File: config.mk
export PLATFORM = sky130hd
export DESIGN_NAME = ccv_cell
export DESIGN_NICKNAME = d
export VERILOG_FILES = /design/src/rtl/ccv_pkg.sv /design/src/rtl/ccv_cell.sv
export SDC_FILE = /design/constraint.sdc
export NUM_CORES = 1
export LEC_CHECK = 0
export BUFFER_PORTS_ARGS = -buffer_cell sky130_fd_sc_hd__buf_2
export CORE_MARGIN = 2
export CORE_UTILIZATION = 55
export CTS_CLUSTER_DIAMETER = 200
export DETAILED_ROUTE_END_ITERATION = 8
export MAX_ROUTING_LAYER = met4
export PLACE_DENSITY = 0.77
export SLEW_MARGIN = 20
export SYNTH_ARGS = -nofsm -noshare
export SYNTH_HDL_FRONTEND = slang
export SYNTH_SLANG_ARGS = --single-unit
File: constraint.sdc
create_clock -name clk_i -period 8.1 [get_ports clk_i]
set_clock_uncertainty 0.15 [all_clocks]
set_input_delay 0.81 -clock clk_i [delete_from_list [all_inputs] [get_ports clk_i]]
set_output_delay 0.81 -clock clk_i [all_outputs]
set_load 0.01 [all_outputs]
File: src/rtl/ccv_pkg.sv
// shared types and constants of the 2-d correlate / convolve block
package ccv_pkg;

  localparam int DATA_W     = 16;
  localparam int POS_W      = 10;
  localparam int COEF_IDX_W = 4;
  localparam int CFG_W      = 11;
  localparam int FRAC_W     = 12;

  localparam int KERNEL_SIZE_DEF = 3;
  localparam int MAX_WIDTH_DEF   = 1024;
  localparam int MAX_HEIGHT_DEF  = 1024;

  localparam logic [1:0] CFG_MODE   = 2'd0;
  localparam logic [1:0] CFG_WIDTH  = 2'd1;
  localparam logic [1:0] CFG_HEIGHT = 2'd2;

  typedef enum logic [1:0] {
    ACT_COEF  = 2'd0,
    ACT_PIXEL = 2'd1,
    ACT_DRAIN = 2'd2,
    ACT_NONE  = 2'd3
  } action_e;

  typedef struct packed {
    action_e                  action;
    logic [COEF_IDX_W-1:0]    coef_index;
    logic signed [DATA_W-1:0] coef_value;
    logic signed [DATA_W-1:0] pixel;
  } in_item_t;

  typedef struct packed {
    logic signed [DATA_W-1:0] value;
    logic [POS_W-1:0]         out_row;
    logic [POS_W-1:0]         out_col;
    logic                     frame_last;
    logic                     saturated;
  } out_item_t;

  typedef struct packed {
    logic             valid;
    logic             flip;
    logic [POS_W-1:0] row;
    logic [POS_W-1:0] col;
    logic             last;
  } meta_t;

endpackage

File: src/rtl/ccv_cell.sv
// one multiply-accumulate cell of the systolic sum chain, holding one coefficient
module ccv_cell #(
  parameter int IDX   = 0,
  parameter int SUM_W = 2 * ccv_pkg::DATA_W + 5
) (
  input  logic                                  clk_i,
  input  logic                                  rst_ni,
  input  logic                                  coef_we_i,
  input  logic [ccv_pkg::COEF_IDX_W-1:0]        coef_idx_i,
  input  logic signed [ccv_pkg::DATA_W-1:0]     coef_data_i,
  input  logic signed [ccv_pkg::DATA_W-1:0]     pix_i,
  input  logic signed [SUM_W-1:0]               sum_i,
  output logic signed [SUM_W-1:0]               sum_o
);

  logic signed [ccv_pkg::DATA_W-1:0]   coef_q;
  logic signed [ccv_pkg::DATA_W-1:0]   pix_dly;
  logic signed [2*ccv_pkg::DATA_W-1:0] prod_q;
  logic signed [SUM_W-1:0]             sum_q;

  always_ff @(posedge clk_i or negedge rst_ni) begin
    if (!rst_ni) begin
      coef_q <= '0;
    end else if (coef_we_i && (32'(coef_idx_i) == IDX)) begin
      coef_q <= coef_data_i;
    end
  end

  // skew the pixel so it meets the partial sum of the same beat
  if (IDX == 0) begin : g_nodly
    assign pix_dly = pix_i;
  end else begin : g_dly
    logic signed [ccv_pkg::DATA_W-1:0] line_q [IDX];
    always_ff @(posedge clk_i) begin
      line_q[0] <= pix_i;
      for (int k = 1; k < IDX; k++) begin
        line_q[k] <= line_q[k-1];
      end
    end
    assign pix_dly = line_q[IDX-1];
  end

  always_ff @(posedge clk_i) begin
    prod_q <= coef_q * pix_dly;
    sum_q  <= sum_i + SUM_W'(prod_q);
  end

  assign sum_o = sum_q;

endmodule

# Word-level counts from Yosys, hierarchy flattened
# Index checks and enable logic that the tools add are counted.
# op_classes
n_reduce_logical	2
mul	1
addsub	1
# ops
cell	count
37-bit by 32-bit adder with 37-bit output	1
16-bit by 16-bit multiplier with 32-bit output	1
4-bit zero test	1
1-bit logical AND	1
# totals
inputBits	76
out_inout_bits	37
word_cells	7
regBits	85

# Longest topological paths before layout
# logic_depth
ltp_word	2
mapped_depth	22
ltp_nobuf	21

# Worst setup path before layout
# Ideal clock, no wire load.
# synth_path
path_kind	input port to flip-flop
from	input port pix_i[1] (netlist name)
to	register prod_q[31] (netlist name)
setup_ps	121
path_stages	20
arrival_time_ps	6126
path_buffers	1
path_slack_ps	1703
required_time_ps	7829
cell_sequence	clkbuf_1 nand2_1 inv_1 fa_1 fa_1 fa_1 fa_1 fa_1 inv_1 fa_1 inv_1 ha_1 and3_1 and2_1 nand2_1 o21ai_0 a221oi_2 o31ai_1 a21oi_1 xnor2_1
# synth_via
elab_chain_len	1
# synth_rtl
item	line	text
from (decl)	ccv_cell.sv:11	input logic signed [ccv_pkg::DATA_W-1:0] pix_i,
16-bit by 16-bit multiplier with 32-bit output	ccv_cell.sv:44	prod_q <= coef_q * pix_dly;
to (signal assigned)	ccv_cell.sv:44	
to (decl)	ccv_cell.sv:18	logic signed [2*ccv_pkg::DATA_W-1:0] prod_q;
# No other way between the ends.
# A chain may end at the register's enable or synchronous reset.

# Final worst setup path
# layout_path
from	register coef_q[11] (netlist name)
to	register prod_q[22] (netlist name)
# layout_via
elab_chain_len	1
# layout_rtl
item	line	text
from (decl)	ccv_cell.sv:16	logic signed [ccv_pkg::DATA_W-1:0] coef_q;
from (signal assigned)	ccv_cell.sv:25	coef_q <= coef_data_i;
16-bit by 16-bit multiplier with 32-bit output	ccv_cell.sv:44	
# No other way between the ends.

==> summary.md <==
| Metric | Value |
|---|---|
| Status | finished clean |
| Root buf cell | clkbuf_16 |
| PortBufs | 112 |
| WL per Instance | approximately 17 um |
| Clock buffer depth | 2 |
| R2R depth | 18 |
| DRT Pass-1 Iters | 5 |
| Unrepaired setup endpoints after global routing | no |
| Via-to-Cell Ratio | around 5.4 |
| Largest net degree at the start of global routing | 18 |
| Clock sinks | 85 |
| Post-CTS resize count | 0 |
| # rows | 57 |
| Crit path time final | roughly 6.6 ns |
| Crit end category | flip-flop |
| Chip height | roughly 160 um |
| Total congestion overflow | 0 |
| Initial antenna violation count | 0 |
| Synth Area per Inst | ~9.4 sq um |
| Worst-margin pin slew | roughly 0.80 ns |
| Synth Warn # | 0 |
| Ys async rst share | 0.1882 |
| Final wirelength | 31.11 mm |
| Share of post-route cells with drive strength above 1 | 0.1063 |
| DP HPWL | about 25 mm |
| Syn Nets | 1909 |
| Top achievable clock speed | around 150 MHz |
| Worst-path fanout max | 17 |
| GRT Util Overall | 0.2623 |
| Number of global-route vias before repair | between 10000 and 15000 |
| Crit share post-route | 0.8118 |
| Final Hold Vio Count | 0 |
| Setup Viol. Count Final | 0 |
| Ys flop type | dfxtp_1 |
| Post-route ant nets | 0 |
| Detailed Route Iter0 Violations | 636 |
| DR vias | around 10000 |
| H-tree levels | 3 |
| Post-CTS setup buffer count | 0 |
| Slew HR | 0.4674 |
| Register area share after synthesis | 0.1299 |
| Worst-skew pair later-pin latency | ~0.35 ns |
| Area Growth Syn to Fin | 8.354% |
| CORE AREA | 24390 sq um |
| CTS buffer count | 9 |
| Remaining routing DRC violations | 0 |
| Arrival time worst endpoint | ~6.6 ns |
| Hold Buf Count CTS | 0 |
| First-pass GRT wire length | ~53 mm |
| DIE AREA | 26220 sq um |
| Post-Synthesis Cells | ~1500 |
| CP Data Required Time | between 8 and 9 ns |
| Setup TNS | 0 ns |
| Commonest non-fill, non-tap cell in the layout | inv_1 |
| Yosys reg bits | 85 |
| HP Class | in2async |
| I/O pins | between 100 and 150 |
| Initial cell density of the core | 0.5625 |
| Most frequent cells in the layout | inv_1, fa_1, nand2_1 |
| Crit path launch type | flip-flop |
| Clock-pin transition on the worst setup and hold timing paths | approximately 0.070 ns |
| CTS tree | built |
| Mapped cell area | ~14000 sq um |
| Die X | 161.9 um |
| Setup CP Type | reg2reg |
| N_diodes | 0 |
| Final Max Slew Viols | 0 |
| Max-cap violations | 0 |
| EDFF count, synth | 0 |
| Synth cell types | 64 |
| Fin nets | around 2000 |
| Gpl congestion | 0.8940 |
cell families (layout without fill, tap and decap cells):
group / count (synthesis) / in the layout / share of synthesized area
AO/OA/AOI/OAI: 175 / 175 / 0.08883
AND/OR/NAND/NOR: 401 / 401 / 0.1446
buffers and inverters: 328 / 419 / 0.08974
adder cells (fa/ha/maj): 381 / 381 / 0.4914
multiplexers: 18 / 18 / 0.01468
flip-flops: 85 / 85 / 0.1299
XOR/XNOR: 64 / 64 / 0.04086
metrics by stage:
step           worst slack, ns  cells  hold slack [ns]    util  area (sq um)
2_1_floorplan            1.703   1452           0.2700       -         13720
3_3_place_gp             1.413   1851           0.2839  0.5964         14550
3_5_place_dp             1.298   1851           0.2942  0.5964         14550
4_1_cts                  1.544   1867           0.2154  0.6095         14870
5_1_grt                  1.162   1867           0.2399  0.6095         14870
6_report                 1.524   1867           0.2118  0.6095         14870
critical path, cell delays in order, from the launching register on:
cell       delay, ns
dfrtp_1         0.82
nand2_1         0.18
fa_1            0.57
fa_1            0.47
fa_1            0.54
inv_1           0.06
fa_1            0.50
fa_1            0.49
inv_1           0.05
fa_1            0.47
inv_1           0.04
ha_1            0.34
a21oi_1         0.14
o21ai_0         0.14
nor2b_1         0.19
a2111oi_4       0.43
o21ai_1         0.14
a21o_1          0.24
o311ai_1        0.44
state kept, by name (all words and copies together), names as in the netlist:
signal,count
prod_q,32
coef_q,16
sum_o,37
final timing paths:
check | to | slack (ns) | startpoint
setup / recovery | prod_q[22] | 1.52 | coef_q[11]
hold / removal | coef_q[7] | 0.21 | rst_ni
setup reg to reg | prod_q[22] | 1.52 | coef_q[11]
hold reg to reg | sum_o[0] | 0.31 | prod_q[0]
max in group asynchronous | coef_q[1] | 7.33 | rst_ni
min in group clk_i | sum_o[0] | 0.31 | prod_q[0]
cells in the mapped netlist, types with 8 or more instances:
library cell | instances | share of area
a211oi_1 | 9 | 0.0049
a21o_1 | 23 | 0.013
a21oi_1 | 47 | 0.017
and2_1 | 131 | 0.060
and3_1 | 9 | 0.0041
clkbuf_1 | 37 | 0.010
dfrtp_1 | 16 | 0.029
dfxtp_1 | 69 | 0.10
fa_1 | 263 | 0.38
ha_1 | 118 | 0.11
inv_1 | 291 | 0.080
mux2_2 | 17 | 0.014
nand2_1 | 151 | 0.041
nand2b_1 | 8 | 0.0036
nand3_1 | 14 | 0.0051
nor2_1 | 52 | 0.014
nor3_1 | 10 | 0.0036
o21a_1 | 10 | 0.0055
o21ai_0 | 27 | 0.0098
o21bai_1 | 11 | 0.0060
xnor2_1 | 53 | 0.034
xor2_1 | 11 | 0.0070
cell type report:
cell class                 count  area, sq um
multi-input combinational   1039        10710
fill                        2094         9525
sequential                    85         1782
inverter                     291         1092
timing repair buffer         112        560.5
tap                          324        405.4
clock buffer                  12        266.5
clock inverter                 4        52.55
metal layers:
layer  share of wire  GRT usage
met1            0.42     0.3298
met2            0.49     0.4366
met3           0.063    0.04162
met4           0.030    0.08729
met5               0          -
Power is left out: the tool's default activity adds up to more than one toggle a clock period on the data nets, which glitch-free logic cannot reach.
