$ cat src/rtl/ccv_pkg.sv
// shared types and constants of the 2-d correlate / convolve block
package ccv_pkg;

  localparam int DATA_W     = 16;
  localparam int POS_W      = 10;
  localparam int COEF_IDX_W = 4;
  localparam int CFG_W      = 11;
  localparam int FRAC_W     = 12;

  localparam int KERNEL_SIZE_DEF = 3;
  localparam int MAX_WIDTH_DEF   = 1024;
  localparam int MAX_HEIGHT_DEF  = 1024;

  localparam logic [1:0] CFG_MODE   = 2'd0;
  localparam logic [1:0] CFG_WIDTH  = 2'd1;
  localparam logic [1:0] CFG_HEIGHT = 2'd2;

  typedef enum logic [1:0] {
    ACT_COEF  = 2'd0,
    ACT_PIXEL = 2'd1,
    ACT_DRAIN = 2'd2,
    ACT_NONE  = 2'd3
  } action_e;

  typedef struct packed {
    action_e                  action;
    logic [COEF_IDX_W-1:0]    coef_index;
    logic signed [DATA_W-1:0] coef_value;
    logic signed [DATA_W-1:0] pixel;
  } in_item_t;

  typedef struct packed {
    logic signed [DATA_W-1:0] value;
    logic [POS_W-1:0]         out_row;
    logic [POS_W-1:0]         out_col;
    logic                     frame_last;
    logic                     saturated;
  } out_item_t;

  typedef struct packed {
    logic             valid;
    logic             flip;
    logic [POS_W-1:0] row;
    logic [POS_W-1:0] col;
    logic             last;
  } meta_t;

endpackage

$ cat src/rtl/ccv_if.sv


interface ccv_out_if;
  logic               valid;
  logic               ready;
  ccv_pkg::out_item_t data;
  modport source (output valid, output data, input ready);
  modport sink (input valid, input data, output ready);
endinterface

$ cat src/rtl/ccv_fifo.sv
// result queue in front of the output channel
module ccv_fifo #(
  parameter int DEPTH = 16,
  parameter int LW    = $clog2(DEPTH + 1)
) (
  input  logic               clk_i,
  input  logic               rst_ni,
  input  logic               push_i,
  input  ccv_pkg::out_item_t push_data_i,
  output logic [LW-1:0]      level_o,
  ccv_out_if.source          out_o
);

  localparam int PW = $clog2(DEPTH);

  ccv_pkg::out_item_t mem [DEPTH];
  logic [PW-1:0]      wr_ptr_q, rd_ptr_q;
  logic [LW-1:0]      level_q;
  logic               pop;

  assign pop        = out_o.valid && out_o.ready;
  assign out_o.valid = (level_q != '0);
  assign out_o.data  = mem[rd_ptr_q];
  assign level_o     = level_q;

  always_ff @(posedge clk_i) begin
    if (push_i) begin
      mem[wr_ptr_q] <= push_data_i;
    end
  end

  always_ff @(posedge clk_i or negedge rst_ni) begin
    if (!rst_ni) begin
      wr_ptr_q <= '0;
      rd_ptr_q <= '0;
      level_q  <= '0;
    end else begin
      if (push_i) begin
        wr_ptr_q <= wr_ptr_q + PW'(1);
      end
      if (pop) begin
        rd_ptr_q <= rd_ptr_q + PW'(1);
      end
      level_q <= level_q + LW'(push_i) - LW'(pop);
    end
  end

endmodule
$ cat src/flat_wrapper.sv
// flat-port wrapper written by rule: the top's interface ports become plain ports
module ccv_fifo_flat 
#(
  parameter int DEPTH = 16,
  parameter int LW    = $clog2(DEPTH + 1)
)
  (clk_i, rst_ni, push_i, push_data_i, level_o, out_o_valid, out_o_data, out_o_ready);
  ccv_out_if out_o_i ();
  input  logic clk_i;
  input  logic rst_ni;
  input  logic push_i;
  input  ccv_pkg::out_item_t push_data_i;
  output logic [LW-1:0] level_o;
  output wire logic [$bits(out_o_i.valid)-1:0] out_o_valid;
  output wire logic [$bits(out_o_i.data)-1:0] out_o_data;
  input wire logic [$bits(out_o_i.ready)-1:0] out_o_ready;
  assign out_o_valid = out_o_i.valid;
  assign out_o_data = out_o_i.data;
  assign out_o_i.ready = out_o_ready;
  ccv_fifo #(.DEPTH(DEPTH), .LW(LW)) u_core (.clk_i(clk_i), .rst_ni(rst_ni), .push_i(push_i), .push_data_i(push_data_i), .level_o(level_o), .out_o(out_o_i));
endmodule
$ cat config.mk
export PLATFORM = sky130hd
export DESIGN_NAME = ccv_fifo_flat
export DESIGN_NICKNAME = d
export VERILOG_FILES = /design/src/rtl/ccv_pkg.sv /design/src/rtl/ccv_if.sv /design/src/rtl/ccv_fifo.sv /design/src/flat_wrapper.sv
export SDC_FILE = /design/constraint.sdc
export NUM_CORES = 1
export LEC_CHECK = 0
export BUFFER_PORTS_ARGS = -buffer_cell sky130_fd_sc_hd__buf_2
export CORE_AREA = 4 4 222 224
export DETAILED_ROUTE_END_ITERATION = 8
export DIE_AREA = 0 0 226 228
export PLACE_DENSITY = 0.67
export SLEW_MARGIN = 20
export SYNTH_ARGS = -nofsm -noshare
export SYNTH_HDL_FRONTEND = slang
export SYNTH_SLANG_ARGS = --single-unit
$ cat constraint.sdc
create_clock -name clk_i -period 4.3 [get_ports clk_i]
set_clock_uncertainty 0.1 [all_clocks]
set_input_delay 0.86 -clock clk_i [delete_from_list [all_inputs] [get_ports clk_i]]
set_output_delay 0.86 -clock clk_i [all_outputs]
set_load 0.03 [all_outputs]
# Yosys cells after proc, flatten, opt, wreduce, memory -nomap -nowiden
# Memory sizes are Yosys's and may differ from the RTL's.
# Index checks and enable logic that the tools add are counted.
dict set report totals {
  word_cells 12
  memories 1
  reg_bits 13
  mem_bits_rw 608
}
dict set report classes {
  n_addsub 4
  reduce_logical 2
  n_mux 2
}
# name words width rd rd_clocked_by_memory_dff wr line
set mem_list {}
lappend mem_list {u_core.mem 16 38 1 0 1 ccv_fifo.sv:16} ;# ccv_pkg::out_item_t mem [DEPTH];
# operator count
set ops {}
lappend ops {{$add 4x1->4 const B} 2}
lappend ops {{$add 5x1->5} 1}
lappend ops {{$reduce_bool 5->1} 1}
lappend ops {{$sub 5x1->5} 1}
lappend ops {{$mux 1} 2}
lappend ops {{$logic_and 1x1->1} 1}

# Logic depth before layout (Yosys ltp)
dict set report logic_depth {
  ltp_word 3
  depth_mapped 12
}

# Worst setup path before layout
# Ideal clock, no wire load.
dict set report synth_timing {
  kind {input to register}
  start {input push_i}
  end {memory u_core.mem[0][0] in the netlist's numbering (enable)}
  path_slack_ns -0.156
  arrival_ns 3.876
  stages 3
  t_required_ns 3.720
  cell_sequence {clkbuf_1 -> nand2_1 -> nor3_1}
}
dict set report synth_between {
  elab_chain_cells 2
}
# element line
set synth_lines {}
lappend synth_lines {{start: declaration} flat_wrapper.sv:11} ;# input logic push_i;
lappend synth_lines {{$mux 1} ccv_fifo.sv:27} ;# if (push_i) begin
lappend synth_lines {{$mux 1 (implied by the code)} ccv_fifo.sv:28} ;# mem[wr_ptr_q] <= push_data_i;
lappend synth_lines {{end: declaration} ccv_fifo.sv:16}
# No other way between the ends.

# Final worst setup path
dict set report layout_timing {
  start {register u_core.rd_ptr_q[0]}
  end {output out_o_data[34]}
}
dict set report layout_between {
  elab_chain_cells 1
}
# element line
set layout_lines {}
lappend layout_lines {{start: declaration} ccv_fifo.sv:17} ;# logic [PW-1:0] wr_ptr_q, rd_ptr_q;
lappend layout_lines {{start signal: assignment} ccv_fifo.sv:42} ;# rd_ptr_q <= rd_ptr_q + PW'(1);
lappend layout_lines {{$mem_v2 16x38} n/a}
lappend layout_lines {{end: declaration} flat_wrapper.sv:15} ;# output wire logic [$bits(out_o_i.data)-1:0] out_o_data;
# No other way between the ends.

==> metrics.md <==
| Metric | Value |
|---|---|
| Result of the run | `finished clean` |
| Final core utilization | `57.0%` |
| Yosys top cell area share | `77.7%` |
| IO Pins | `86` |
| Reg2Reg Setup Slack | `1160 ps` |
| Critical-path cell list | `buf_4 > mux4_2 > a22oi_1 > nand2_1 > buf_2` |
| Syn Inst Count | `1,016` |
| Core box area | `47,300 um2` |
| Initial drt markers | `1,129` |
| Final nets | `1,197` |
| Cts hold-fix bufs | `0` |
| EDFF count, synth | `608` |
| Async set or reset register ratio after synthesis | `2.09%` |
| Initial core utilization | `49.6%` |
| FF-to-FF End | `u_core.level_o[4]` |
| # setup viols final | `0` |
| Fmax | `0.253 GHz` |
| Worst-path fanout max | `23` |
| Yosys reg bits | `621` |
| Buffers and inverters on the worst path | `2` |
| Delay-heaviest family, CP | `flip-flops` |
| Final ANT Viol Nets | `0` |
| Worst r2r src | `u_core.level_o[2]` |
| Share of cells above drive strength 1 | `32.0%` |
| Via count | `10,700` |
| Slew at the pin with the worst max-slew slack | `877 ps` |
| Global route total overflow | `0` |
| Syn_nets | `1,070` |
| Top_reg_cell synth | `edfxtp_1` |
| Largest stage delay, worst path | `760 ps` |
| Relative slew slack | `41.4%` |
| RSZ-0062 raised after global routing | `false` |
| Beginning of the critical path | `u_core.rd_ptr_q[0]` |
| Reg clk slew, reported paths | `60 ps` |
| Placement Cell Area | `25,100 um2` |
| DR WL/cell | `27.3 um` |
| Syn avg cell area | `23.1 um2` |
| Crit start category | `flip-flop` |
| Hpwl dp | `25,600 um` |
| Pwr/cell area | `685 nW/um2` |
| Fin. max-slew vios | `0` |
| Global Route Usage Sum | `19.6%` |
| Critical path class | `reg2out` |
| HP Class | `in2async` |
| Sequential area share after synthesis | `79.1%` |
| Vias in the first global route | `11,200` |
| Area leader, netlist | `edfxtp_1` |
| # rows | `80` |
| Post-route cell area | `27,000 um2` |
| Initial antenna violation count | `5` |
| Clk root buf | `clkbuf_16` |
| Final worst setup slack | `342 ps` |
| Ranking of synthesized cells by area | `edfxtp_1, mux4_2, a22oi_1` |
| Clk buf depth | `3` |
| Drt via density | `5.92` |
| Filler instances | `3,402` |
| YS warnings | `0` |
| Stages on worst setup path | `5` |
| Cts repair resizes | `0` |
| Die height | `228 um` |
| Pre-CTS setup slack | `925 ps` |
| Port Buf Inserts | `85` |
| First-pass DRT Iterations | `7` |
| Setup TNS Final | `0 ps` |
| WP data required | `3340 ps` |
| H-tree depth | `2` |
| Power, Total | `18.5 mW` |
| Cell Area, Synth | `23,500 um2` |
| Max IR drop VDD | `0.474 mV` |
| CP max stage cell | `dfrtp_4` |
| Leakage | `8.69 nW` |
| R2R cell count | `12` |
| Post-CTS Setup Bufs | `0` |
| Final WL | `49,400 um` |
| Clk sinks | `621` |
| Global placement routability congestion | `0.705` |
| Synth cell types | `28` |
| Crit path to | `out_o_data[34]` |
| # DRC | `0` |
| Die width | `226 um` |
| Largest net degree at the start of global routing | `52` |
| Fin crit period | `3960 ps` |
| Die ar. | `51,500 um2` |
| Crit end category | `primary output` |
| Arrival time at the worst endpoint | `3000 ps` |
| Fin crit share | `92.0%` |
| TritonCTS clock tree | `built` |
| Maxcap violations | `0` |
| Final Hold Viols | `0` |
| Clk_lat worst skew | `610 ps` |
| Global-route wire length before repair | `74,100 um` |
| TritonCTS buffer count | `59` |
| Area grow syn2layout | `14.9%` |
[layer usage]
layer	GRT usage [%]	vias up	share of wire [%]
met1	28.8	5740	42
met5	0	-	0.073
li1	-	4561	-
met2	30.9	330	49
met3	3.29	68	6.5
met4	5.57	6	2.1
[worst min path at each step]
stage                       startpoint            endpoint  slack, ps
CTS                             rst_ni   u_core.level_o[2]          5
finish                          rst_ni   u_core.level_o[2]         40
global placement    u_core.wr_ptr_q[0]  u_core.wr_ptr_q[0]        440
global route                    rst_ni   u_core.level_o[2]         40
detailed placement  u_core.wr_ptr_q[0]  u_core.wr_ptr_q[0]        460
floorplan           u_core.rd_ptr_q[3]  u_core.rd_ptr_q[3]        390
[sequential cells by signal (all words and copies together), names as in the netlist]
| signal | flops |
|---|---|
| u_core.level_o | 5 |
| u_core.mem | 608 |
| u_core.wr_ptr_q | 4 |
| u_core.rd_ptr_q | 4 |
[synthesized netlist by cell type, types with 2 or more instances]
| cell type | n |
|---|---|
| dfrtp_1 | 13 |
| buf_6 | 7 |
| edfxtp_1 | 608 |
| xnor2_1 | 6 |
| nor2b_1 | 2 |
| ha_1 | 11 |
| nand3_1 | 2 |
| a21oi_1 | 2 |
| a22oi_1 | 76 |
| nand2b_1 | 5 |
| inv_1 | 9 |
| nand2_1 | 47 |
| nor2_1 | 15 |
| buf_2 | 18 |
| mux4_2 | 152 |
| clkbuf_1 | 27 |
| nor3_1 | 2 |
| xor2_1 | 4 |
[report_power, final]
group          internal (mW)  leakage [nW]  switching, mW
Sequential              7.31          5.64          0.344
Clock                   2.84         0.924           2.19
Combinational           2.37          2.12           3.44
Total                   12.5          8.69           5.98
[cells in the final DEF, fill, tap and decap left out, drive strengths merged, types with 3 or more instances in the layout]
master    instances
a22oi            76
clkinv           29
inv              11
bufinv            5
xnor2             6
nor2             15
nand2            47
edfxtp          608
xor2              4
nand2b            5
clkinvlp          3
mux4            152
clkbuf           70
ha               11
buf             119
dfrtp            13
[layout make-up]
type	count	area (um2)	area share (%)
sequential	621	18600	68.9
multi-input combinational	333	4760	17.6
clock buffer	70	1520	5.62
timing repair buffer	119	943	3.50
tap	615	769	2.85
clock inverter	39	375	1.39
inverter	9	33.8	0.125
antenna	2	5.00	0.0185
[cells by family after synthesis]
logic type / count (synthesis) / share of synthesized area [%]
XOR/XNOR: 10 / 0.373
adder cells (fa/ha/maj): 12 / 0.671
flip-flops: 621 / 79.1
buffers and inverters: 62 / 1.31
multiplexers: 153 / 14.6
AND/OR/NAND/NOR: 77 / 1.38
AO/OA/AOI/OAI: 81 / 2.56
[per-stage QoR]
stage               instances  hold slack (ps)
finish                   1808             38.4
global route             1806             36.2
CTS                      1806             5.24
detailed placement       1697              460
global placement         1697              444
floorplan                1016              393
No activity file was read; power rests on OpenSTA's default activity.
